--- config.mk ---
export PLATFORM = sky130hd
export DESIGN_NAME = chunked_aligned_bump_allocator_core
export DESIGN_NICKNAME = d
export VERILOG_FILES = /design/src/sv/cbump_pkg.sv /design/src/sv/chunked_aligned_bump_allocator_core.sv
export SDC_FILE = /design/constraint.sdc
export NUM_CORES = 1
export LEC_CHECK = 0
export ABC_AREA = 1
export ABC_CLOCK_PERIOD_IN_PS = 8600
export BUFFER_PORTS_ARGS = -buffer_cell sky130_fd_sc_hd__buf_4
export CAP_MARGIN = 20
export CORE_UTILIZATION = 60
export CTS_BUF_LIST = sky130_fd_sc_hd__clkbuf_16
export DETAILED_ROUTE_END_ITERATION = 6
export MAX_ROUTING_LAYER = met4
export PLACE_DENSITY = 0.89
export SYNTH_ARGS = -nofsm -noshare
export SYNTH_HDL_FRONTEND = slang
export SYNTH_SLANG_ARGS = --single-unit
--- constraint.sdc ---
create_clock -name clk -period 8.6 [get_ports clk]
set_input_delay 1.72 -clock clk [delete_from_list [all_inputs] [get_ports clk]]
set_output_delay 1.72 -clock clk [all_outputs]
set_load 0.01 [all_outputs]
--- src/sv/cbump_pkg.sv ---
// package: field widths, status codes and parameter defaults of the bump allocator
`timescale 1ns / 1ps
package cbump_pkg;

  localparam int REQ_W    = 27;
  localparam int ALIGN_W  = 5;
  localparam int IDX_W    = 3;
  localparam int OFS_W    = 26;
  localparam int STATUS_W = 2;

  // largest exponent the align field can carry
  localparam int ALIGN_MAX = (1 << ALIGN_W) - 1;

  localparam int CHUNK_BYTES_LOG2_DEF = 26;
  localparam int MAX_CHUNKS_DEF       = 8;

  typedef enum logic [STATUS_W-1:0] {
    ST_SAME = 2'd0,
    ST_NEW  = 2'd1,
    ST_FULL = 2'd2,
    ST_BIG  = 2'd3
  } status_t;

endpackage

--- src/sv/chunked_aligned_bump_allocator_core.sv ---
// top level: chunked aligned bump allocator, one placement per item
//
// Hands out regions from a row of up to MAX_CHUNKS chunks of 2**CHUNK_BYTES_LOG2
// bytes. Each request item gives a size and an alignment exponent; the block
// rounds the bytes used in the newest chunk up to that alignment and places the
// region there if it still ends inside the chunk, otherwise it opens the next
// chunk and places the region at offset 0. The very first item that is not too
// large opens chunk 0. A request larger than a chunk reports status 3, and a
// request that needs a new chunk when all are open reports status 2; both return
// chunk 0, offset 0 and leave the allocator state alone. Rate is one item per
// clock while req_stall is low: the align, add and compare chain runs in the
// cycle an item is accepted and writes both the allocator state and a result
// register, so the next item sees the updated state at once; rsp_valid rises in
// the cycle after accept. The result register frees a place for a new item
// whenever it is empty or its item is taken in the same cycle, so req_stall
// only rises while rsp_valid is held by rsp_stall.
`timescale 1ns / 1ps
module chunked_aligned_bump_allocator_core
  import cbump_pkg::*;
#(
  parameter int CHUNK_BYTES_LOG2 = CHUNK_BYTES_LOG2_DEF,
  parameter int MAX_CHUNKS       = MAX_CHUNKS_DEF
) (
  input  logic                clk,
  input  logic                rst,
  // request channel
  input  logic                req_valid,
  output logic                req_stall,
  input  logic [REQ_W-1:0]    request_bytes,
  input  logic [ALIGN_W-1:0]  align_log2,
  // result channel
  output logic                rsp_valid,
  input  logic                rsp_stall,
  output logic [IDX_W-1:0]    chunk_index,
  output logic [OFS_W-1:0]    byte_offset,
  output logic [STATUS_W-1:0] status
);

  // chunk counter holds 0..MAX_CHUNKS, used count holds 0..chunk size
  localparam int CNT_W  = $clog2(MAX_CHUNKS + 1);
  localparam int USED_W = CHUNK_BYTES_LOG2 + 1;
  // room for used count plus the widest align mask, plus one carry
  localparam int SUM_W  = ((CHUNK_BYTES_LOG2 > ALIGN_MAX) ? CHUNK_BYTES_LOG2 : ALIGN_MAX) + 2;
  localparam logic [SUM_W-1:0] CHUNK_SIZE = SUM_W'(1) << CHUNK_BYTES_LOG2;
  localparam logic [CNT_W-1:0] CNT_LIMIT  = CNT_W'(MAX_CHUNKS);

  // allocator state
  logic [CNT_W-1:0]  chunks_open;
  logic [CNT_W-1:0]  chunks_open_next;
  logic [USED_W-1:0] bytes_used;
  logic [USED_W-1:0] bytes_used_next;

  // result register inputs
  logic [IDX_W-1:0]  chunk_index_next;
  logic [OFS_W-1:0]  byte_offset_next;
  status_t           status_next;

  logic              accept;
  logic [SUM_W-1:0]  req_ext;
  logic [SUM_W-1:0]  align_mask;
  logic [SUM_W-1:0]  start_pos;
  logic [SUM_W-1:0]  end_pos;
  logic              too_big;
  logic              none_open;
  logic              fits;
  logic              all_open;
  logic [CNT_W-1:0]  idx_cnt;

  // result register is free when empty or drained this cycle
  assign req_stall = rsp_valid && rsp_stall;
  assign accept    = req_valid && !req_stall;

  // align the used count, then see where the region would end
  always_comb begin
    req_ext    = SUM_W'(request_bytes);
    align_mask = (SUM_W'(1) << align_log2) - SUM_W'(1);
    start_pos  = (SUM_W'(bytes_used) + align_mask) & ~align_mask;
    end_pos    = start_pos + req_ext;
    too_big    = req_ext > CHUNK_SIZE;
    none_open  = chunks_open == '0;
    fits       = end_pos <= CHUNK_SIZE;
    all_open   = chunks_open >= CNT_LIMIT;
  end

  // placement decision; oversize check wins, first non-oversize item always opens chunk 0
  always_comb begin
    chunks_open_next = chunks_open;
    bytes_used_next  = bytes_used;
    idx_cnt          = '0;
    byte_offset_next = '0;
    status_next      = ST_BIG;
    if (too_big) begin
      status_next = ST_BIG;
    end else if (!none_open && fits) begin
      // same chunk, at the aligned offset
      bytes_used_next  = USED_W'(end_pos);
      idx_cnt          = chunks_open - CNT_W'(1);
      byte_offset_next = OFS_W'(start_pos);
      status_next      = ST_SAME;
    end else if (!none_open && all_open) begin
      status_next = ST_FULL;
    end else begin
      // open the next chunk, region at offset 0
      chunks_open_next = chunks_open + CNT_W'(1);
      bytes_used_next  = USED_W'(request_bytes);
      idx_cnt          = chunks_open;
      status_next      = ST_NEW;
    end
    chunk_index_next = IDX_W'(idx_cnt);
  end

  always_ff @(posedge clk) begin
    if (rst) begin
      chunks_open <= '0;
      bytes_used  <= '0;
    end else if (accept) begin
      chunks_open <= chunks_open_next;
      bytes_used  <= bytes_used_next;
    end
  end

  // result register
  always_ff @(posedge clk) begin
    if (rst) begin
      rsp_valid <= 1'b0;
    end else if (accept) begin
      rsp_valid <= 1'b1;
    end else if (!rsp_stall) begin
      rsp_valid <= 1'b0;
    end
  end

  always_ff @(posedge clk) begin
    if (accept) begin
      chunk_index <= chunk_index_next;
      byte_offset <= byte_offset_next;
      status      <= status_next;
    end
  end

endmodule

==> impl_metrics.csv, run 1 <==
group,metric,value,unit
cts,clock_latency,340,ps
synthesis,synth_area_leaders,"nand2_1, edfxtp_1, ha_1",
route,ant_nets,0,
floorplan,die_w,110,um
cts,clockBufferDepth,2,
synthesis,synth_nets,1239,
critical_path,worstPathArrival,7850,ps
critical_path,crit_path_end_kind,"register",
cts,hold_buffers,0,
grt,grt_max_degree,55,
sta,finalSetupTns,0,ps
layout,final_cell_area,7890,sq um
cts,cts_buffers,9,
route,firstDrtPassIters,7,
sta,fmaxAchievable,129,MHz
route,drt-total-wl,21100,um
grt,gr-total-overflow,0,
floorplan,die_h,110,um
floorplan,start_util,61.6,%
synthesis,ys_ff_latch,63,
layout,antennaDiodeCount,0,
layout,layout-drive-gt1-share,9.93,%
route,via_per_inst,5.72,
min_path,hp-class,"register to register",
sta,setup_viol,0,
placed_design,port_buffers,68,
synthesis,synthFlopType,"dfxtp_1",
cts,clock_sinks,63,
synthesis,synthesis.area,7060,sq um
sta,slew_viol_final,0,
route,drtIter0Drc,772,
synthesis,ys_async_sr_fraction,0,%
critical_path,cpMostUsedCell,"nand2_1",
synthesis,synth_area_leader_cell,"nand2_1",
cts,cts_max_level,3,
grt,antenna_found_initial,0,
sta,post-route-min-period,7730,ps
floorplan,fp-row-count,39,
sta,finalClockSkew,8.81,ps
placed_design,gp_congestion,1.03,
cts,clock-root-buffer,"clkbuf_16",
route,vias,7721,
grt,track_usage,35.8,%
layout,areaGrowthSynthToFinish,11.7,%
synthesis,synth.avg_cell_area,6.18,sq um
grt,grt_first_pass_wirelength,34000,um
sta,tightest_slew,784,ps
cts,clk_pin_slew_worst_paths,60,ps
floorplan,ios,69,
critical_path,crit_path_top_delay_cell,"ha_1",
power,powerDensity,171,nW/um^2
critical_path,critPathKind,"primary input to register",
critical_path,cpPeakStageDelay,420,ps
sta,final_hold_viol_count,0,
job,max-cap-violations,0,
sta,rsz0062_at_grt,"false",
power,power_leakage,4.10,nW
synthesis,yosysSeqAreaShare,22.3,%
grt,grt_pass1_vias,6983,
placed_design,placed_cell_area,7620,sq um
critical_path,start_kind,"primary input",
synthesis,ys_types,45,
layout,nNetsFinal,1300,
synthesis,synth-edff-count,31,
power,vdd_ir_drop_max,83.4,uV
critical_path,crit_fanout,27,
synthesis,yosys_warnings,0,
sta,max_slew_margin,47.4,%
synthesis,yosysTopAreaCellShare,18.2,%
cts,cts_tree,"done",
placed_design,dp_hpwl,17100,um
critical_path,worstPathRequired,8720,ps
run_status,status,"finished with violations",
run_status,failed_checks,"design-rule violations",
sta,period_share,89.9,%
route,drc_errors,4,
floorplan,fp.coreArea,11500,sq um
route,wl_per_cell,15.6,um
synthesis,synthCells,1142,
floorplan,dieArea,12200,sq um
## worst paths after layout
path / slack [ps] / cells past startpoint / endpoint / startpoint
worst max-delay path: 870 / 35 / byte_offset[5] / align_log2[1]
worst min-delay path: 480 / 2 / rsp_valid / rsp_valid
worst max register to register: 3120 / 30 / byte_offset[5] / bytes_used[2]
worst min register to register: 480 / 2 / rsp_valid / rsp_valid
## cells by family (layout without fill, tap and decap cells)
| group | count (synthesis) | in the layout | synth area share [%] |
|---|---|---|---|
| AO/OA/AOI/OAI | 146 | 146 | 11.3 |
| XOR/XNOR | 42 | 42 | 5.21 |
| adder cells (fa/ha/maj) | 61 | 61 | 11.0 |
| buffers and inverters | 142 | 208 | 8.63 |
| flip-flops | 63 | 63 | 22.3 |
| AND/OR/NAND/NOR | 688 | 688 | 41.5 |
## what timing repair did
item                       in CTS  in global routing
resized for setup               0                  1
buffers inserted                0                  0
setup endpoints to repair       0                  4
## stage by stage
step           hold slack [ps]  setup WS (ps)  util [%]  std cells  total power [mW]
2_1_floorplan              468           1970         -       1142             0.836
3_3_place_gp               464            596      66.4       1335             0.993
3_5_place_dp               469            414      66.4       1335             0.998
4_1_cts                    477            739      68.7       1351              1.33
5_1_grt                    502            105      68.8       1351              1.43
6_report                   480            870      68.8       1351              1.35
## cell type report
type | count | area, sq um
sequential | 63 | 1570
clock inverter | 7 | 40.0
tap | 143 | 179
timing repair buffer | 70 | 526
multi-input combinational | 937 | 4890
inverter | 122 | 458
fill | 1060 | 3580
clock buffer | 9 | 225
## sequential cells by signal, indices dropped and copies added (netlist names)
signal	flops
chunk_index	3
status	2
byte_offset	26
bytes_used	27
rsp_valid	1
chunks_open	4
## per-layer routing
metal	up-vias	GRT usage, %	part of all wire [%]
met4	0	12.9	2.9
met2	356	55.0	44
met1	3443	49.1	44
li1	3871	-	-
met3	51	3.24	9.5
met5	-	-	0
## worst max-delay path, delay by kind of cell
kind | cells | cell delay, ps
simple gates | 22 | 3080
buf+inv | 3 | 280
fa+ha+maj | 3 | 1030
compound gates | 5 | 1170
xor+xnor | 2 | 560
## power by group
| group | switching [mW] | internal (mW) |
|---|---|---|
| clock | 0.141 | 0.192 |
| sequential | 0.0116 | 0.334 |
| combinational | 0.444 | 0.222 |
## synth_stat cells (4+ instances only)
master / count
nor2_1: 184
nor3_1: 39
nor4_1: 12
buf_6: 7
xor2_1: 22
edfxtp_1: 31
ha_1: 59
nor2_2: 8
nand2_1: 343
o21ai_0: 40
dfxtp_1: 32
o21bai_1: 4
inv_1: 113
xnor2_1: 20
o21ai_1: 8
a21oi_1: 73
nand4_1: 20
a21o_1: 5
inv_2: 8
nand2_2: 8
nand3_1: 53
buf_2: 7
buf_4: 4
## cell usage in the layout (no fill, tap or decap), drive strengths merged
master    count
and3          3
nand3b        2
xnor2        20
o31ai         2
nand4        20
clkinv        5
nor3b         3
ha           59
dfxtp        32
inv         123
nor4         15
nor3         40
a211oi        1
or4           1
nand3        56
and2          3
o21bai        4
edfxtp       31
nand2       351
xor2         22
o21ai        48
clkinvlp      1
nor2        194
buf          70
clkbuf        9
o211ai        2
a31oi         3
o211a         1
a21oi        74
o21a          3
fa            2
a21o          5
a21boi        3
No activity file was read; power rests on OpenSTA's default activity.
==> run 2: changes to the inputs <==
ABC_CLOCK_PERIOD_IN_PS = 6800   (was 8600)
CORE_UTILIZATION = 56   (was 60)
PLACE_DENSITY = 0.87   (was 0.89)
clock period = 6.8 ns   (was 8.6 ns; I/O delays follow)
==> run 2 against run 1 <==
The flow now finishes without violations. Sequential power is 26% higher. Die area is 7.0% higher. Critical path depth is 3 higher. Final cell count is 7.3% higher. Sequential share of layout area is 2.5 points lower. Wire length is 15% higher. Global-route usage is 0.28 points higher. Final area is 15% higher. Power is 48% higher. Critical path type unchanged. Highest routed layer unchanged.
==> impl_metrics.csv, run 2 (synthesis gave the netlist of run 1 again) <==
group,metric,value,unit
run_status,status,"complete, no violations",
critical_path,start_kind,"primary input",
critical_path,worstPathArrival,6880,ps
layout,final_cell_mix,"nand2_1, nor2_1, buf_4, inv_1, a21oi_1",
cts,clock_latency,340,ps
layout,areaGrowthSynthToFinish,27.9,%
critical_path,crit_path_end_kind,"register",
placed_design,dp_hpwl,17900,um
critical_path,cp.buffers_inverters,5,
sta,post-route-min-period,6610,ps
route,wl_per_cell,16.8,um
layout,final_common_cell,"nand2_1",
sta,slew_viol_final,0,
placed_design,placed_cell_area,8110,sq um
layout,regMostFlops,"bytes_used",
sta,finalClockSkew,7.87,ps
power,vdd_ir_drop_max,134,uV
layout,reg_top3,"bytes_used (27), byte_offset (26), chunks_open (4)",
sta,period_share,97.1,%
floorplan,die_h,114,um
sta,max_slew_margin,48.7,%
power,powerDensity,221,nW/um^2
critical_path,critPathKind,"primary input to register",
cts,clk_pin_slew_worst_paths,60,ps
min_path,hp-class,"register to register",
placed_design,preCtsSetupSlack,-266,ps
layout,final_cell_area,9030,sq um
sta,finalSetupTns,0,ps
grt,gr-total-overflow,0,
route,firstDrtPassIters,5,
critical_path,crit_path_top_delay_cell,"ha_1",
route,drt-total-wl,24400,um
sta,fmaxAchievable,151,MHz
floorplan,dieArea,13100,sq um
layout,final_util,74.3,%
sta,rsz0062_at_grt,"true",
critical_path,cp_top_family,"simple AND/OR/NAND/NOR gates",
placed_design,gp_congestion,0.971,
floorplan,die_w,114,um
cts,cts_buffers,9,
grt,grt_pass1_vias,7243,
layout,fill_cells,985,
route,via_per_inst,5.68,
critical_path,worstPathRequired,7070,ps
placed_design,port_buffers,68,
critical_path,crit_fanout,7,
critical_path,cpPeakStageDelay,360,ps
sta,whs,477,ps
cts,clockBufferDepth,2,
cts,cts_max_level,3,
floorplan,start_util,58.1,%
route,drc_errors,0,
layout,nNetsFinal,1374,
layout,largest_reg_flops,27,
sta,final_hold_viol_count,0,
route,drtIter0Drc,822,
grt,antenna_found_initial,0,
route,vias,8236,
cts,clock-root-buffer,"clkbuf_16",
route,ant_nets,0,
layout,antennaDiodeCount,0,
sta,setup_viol,0,
critical_path,cpMostUsedCell,"nand2_1",
grt,grt_max_degree,47,
sta,tightest_slew,764,ps
power,power_leakage,4.57,nW
cts,cts_tree,"done",
layout,layout-drive-gt1-share,20.4,%
grt,track_usage,36.0,%
floorplan,fp.coreArea,12200,sq um
floorplan,fp-row-count,40,
sta,setup_ws,194,ps
grt,grt_first_pass_wirelength,35100,um
floorplan,ios,69,
cts,clock_sinks,63,
job,max-cap-violations,0,
==> run 2: changes by cell type in the layout (fill, tap and decap cells not counted), moves of 8 or more <==
cell	previous run	this run
ha_1	59	46
a21oi_1	73	60
xor2_1	22	14
a21oi_2	0	12
buf_4	70	135
==> run 2: layout make-up <==
type	count	area, sq um	share of cell area [%]
Inverter	122	458	5.07
Multi-Input combinational cell	937	5270	58.4
Timing Repair Buffer	144	1190	13.2
Clock buffer	9	225	2.49
Sequential cell	63	1570	17.4
Tap cell	168	210	2.33
Clock inverter	7	103	1.14
==> run 2: routing by layer <==
metal  vias to the layer above  GRT usage [%]  routed length [um]
li1                       4015              -                   -
met1                      3753           46.1               10000
met2                       398           57.9               11500
met3                        70           5.51                2150
met4                         0           12.8                 723
met5                         -              -                   0
==> run 2: per-stage QoR <==
| step | power, mW | instances |
|---|---|---|
| global route | 2.11 | 1450 |
| detailed placement | 1.35 | 1417 |
| global placement | 1.34 | 1417 |
| CTS | 1.86 | 1433 |
| floorplan | 1.06 | 1142 |
| finish | 2.00 | 1450 |
==> run 2: path summary, 6_finish.rpt <==
check | start | end | slack [ps] | cells past startpoint
worst max register to register | bytes_used[1] | bytes_used[8] | 1680 | 32
worst max-delay path | align_log2[4] | bytes_used[8] | 190 | 38
worst min register to register | rsp_valid | rsp_valid | 480 | 2
worst min-delay path | rsp_valid | rsp_valid | 480 | 2
==> run 2: where the power goes <==
part | switching [mW] | internal, mW
sequential | 0.0149 | 0.423
clock | 0.190 | 0.325
combinational | 0.637 | 0.406
==> run 2: what timing repair did <==
action,CTS,global route
setup endpoints to repair,1,62
buffers inserted,0,13
pin swaps,0,16
gates cloned,0,4
resized for setup,1,79
hold buffers,0,0
==> run 2: worst register-to-register path, delay by kind of cell, from the launching register on <==
| family | cells | cell delay [ps] |
|---|---|---|
| fa+ha+maj | 2 | 840 |
| flops | 1 | 340 |
| compound gates | 7 | 1300 |
| buf+inv | 3 | 420 |
| simple gates | 20 | 2130 |
==> run 3: changes to the inputs <==
CORE_UTILIZATION = 45   (was 56)
PLACE_DENSITY = 0.74   (was 0.87)
REMOVE_ABC_BUFFERS = 1   (was not set)
==> run 3 against run 2 <==
Global-route usage fell by 7.5 points. Worst setup slack improved by 110 ps. Combinational power barely moved. Highest routed layer unchanged. Sequential share of layout area fell by 0.40 points. Critical path type unchanged. Worst hold slack improved by 12 ps. Final area rose by 2.3%. Wire length fell by 5.6%.
==> impl_metrics.csv, run 3 (synthesis gave the netlist of run 1 again) <==
group,metric,value,unit
run_status,status,"complete, no violations",
critical_path,crit_fanout,11,
cts,hold_buffers,0,
route,ant_nets,0,
sta,fmaxAchievable,154,MHz
layout,layout-drive-gt1-share,21.9,%
min_path,min_to,"rsp_valid",
placed_design,preCtsSetupSlack,-297,ps
placed_design,dp_cells,1472,
cts,clock_latency,350,ps
cts,clock_sinks,63,
grt,grt_max_degree,45,
critical_path,cp_top_family,"simple AND/OR/NAND/NOR gates",
route,vias,8060,
sta,post-route-min-period,6490,ps
route,drc_errors,0,
floorplan,start_util,46.3,%
power,p_sw_share,42.0,%
floorplan,die_w,127,um
power,pwr-share-clk,24.8,%
cts,cts_max_level,3,
sta,max_slew_margin,37.0,%
floorplan,die_h,127,um
sta,tightest_slew,942,ps
layout,antennaDiodeCount,0,
route,firstDrtPassIters,5,
layout,reg_top3,"bytes_used (27), byte_offset (26), chunks_open (4)",
route,wl_per_cell,15.3,um
critical_path,reg2reg_from,"bytes_used[1]",
grt,gr-total-overflow,0,
grt,antenna_found_initial,0,
cts,cts_tree,"done",
floorplan,ios,69,
sta,setup_viol,0,
power,p_switching,0.834,mW
floorplan,dieArea,16200,sq um
grt,grt_pass1_vias,7176,
layout,largest_reg_flops,27,
critical_path,worstPathArrival,6740,ps
grt,track_usage,28.5,%
placed_design,dp_hpwl,18100,um
floorplan,fp.coreArea,15300,sq um
critical_path,reg2reg_to,"bytes_used[3]",
sta,finalClockSkew,9.11,ps
min_path,hold_depth,2,
layout,final_cell_area,9240,sq um
layout,final_common_cell,"nand2_1",
cts,cts_buffers,9,
floorplan,fp-row-count,45,
placed_design,port_buffers,68,
layout,areaGrowthSynthToFinish,30.9,%
power,vdd_ir_drop_max,136,uV
layout,nNetsFinal,1387,
layout,instances_no_fill,1506,
placed_design,placed_cell_area,8260,sq um
critical_path,cp.buffers_inverters,2,
layout,regMostFlops,"bytes_used",
layout,final_cell_mix,"nand2_1, nor2_1, buf_4, inv_1, a21oi_1",
critical_path,critPathKind,"primary input to register",
power,powerDensity,215,nW/um^2
sta,slew_viol_final,0,
critical_path,start_kind,"primary input",
sta,period_share,95.5,%
critical_path,cpMostUsedCell,"nand2_1",
critical_path,crit_path_end_kind,"register",
power,power_leakage,4.66,nW
cts,clk_pin_slew_worst_paths,60,ps
power,p_int,1.15,mW
critical_path,reg2reg_slack,1840,ps
cts,clockBufferDepth,2,
sta,setup_ws,308,ps
min_path,hp-class,"register to register",
critical_path,worst_r2r_path_depth,31,
critical_path,crit_path_top_delay_cell,"ha_1",
power,pwr-share-seq,22.1,%
critical_path,worstPathRequired,7050,ps
power,combinationalPowerShare,53.1,%
job,max-cap-violations,0,
min_path,hp-start,"rsp_valid",
route,drt-total-wl,23000,um
placed_design,gp_congestion,1.06,
grt,grt_first_pass_wirelength,35000,um
sta,final_hold_viol_count,0,
critical_path,cpPeakStageDelay,360,ps
sta,rsz0062_at_grt,"true",
cts,clock-root-buffer,"clkbuf_16",
route,via_per_inst,5.35,
route,drtIter0Drc,596,
run 3: cell count changes in the layout (fill, tap and decap cells not counted), moves of 3 or more:
cell / delta
nor3_4: +3
o21ai_0: -3
buf_4: +13
inv_6: -3
nor2_4: +3
o21ai_1: +3
run 3: power groups by stage:
stage	clock (mW)	combinational, mW	sequential [mW]
global route	0.509	1.16	0.440
CTS	0.493	0.925	0.436
global placement	0	0.912	0.443
floorplan	0	0.596	0.445
detailed placement	0	0.919	0.444
finish	0.492	1.05	0.438
run 3: area by class of cell:
| class | instances | area [sq um] |
|---|---|---|
| clock buffer | 10 | 250 |
| fill | 1402 | 6020 |
| multi-input combinational | 937 | 5350 |
| timing repair buffer | 157 | 1280 |
| sequential | 63 | 1570 |
| inverter | 122 | 458 |
| tap | 211 | 264 |
| clock inverter | 6 | 66.3 |
run 3: how the worst max path moves through the flow:
stage,start,endpoint,slack [ps],cells after the start
finish,align_log2[0],bytes_used[3],310,36
global route,align_log2[1],bytes_used[13],-90,40
CTS,align_log2[0],byte_offset[23],20,35
detailed placement,align_log2[0],byte_offset[23],-300,35
global placement,align_log2[0],chunk_index[1],-240,35
floorplan,align_log2[1],bytes_used[0],210,39
run 3: worst register-to-register path: cells and delay by family (launching register included):
family	cells	cell delay, ps
AOI/OAI and AO/OA	6	1100
buffers and inverters	3	500
and+or+nand+nor	20	2210
DFF	1	340
adders and majority gates	2	700
run 3: metal layers:
layer / track usage (%) / part of all wire (%)
met5: - / 0
met4: 11.2 / 2.7
met3: 2.55 / 7.6
met2: 44.4 / 46
met1: 38.4 / 44
run 3: per-stage QoR:
| stage | total power, mW | util, % | hold slack [ps] | TNS (ps) |
|---|---|---|---|---|
| after floorplan | 1.04 | - | 468 | 0 |
| after global placement | 1.36 | 54.2 | 463 | -6080 |
| after detailed placement | 1.36 | 54.2 | 477 | -8150 |
| after CTS | 1.85 | 56.2 | 486 | 0 |
| after global routing | 2.11 | 60.6 | 518 | -1940 |
| final | 1.98 | 60.6 | 489 | 0 |
run 3: timing repair:
action / CTS / global route
setup endpoints to repair: 0 / 62
gates resized for setup: 0 / 96
setup buffers: 0 / 14
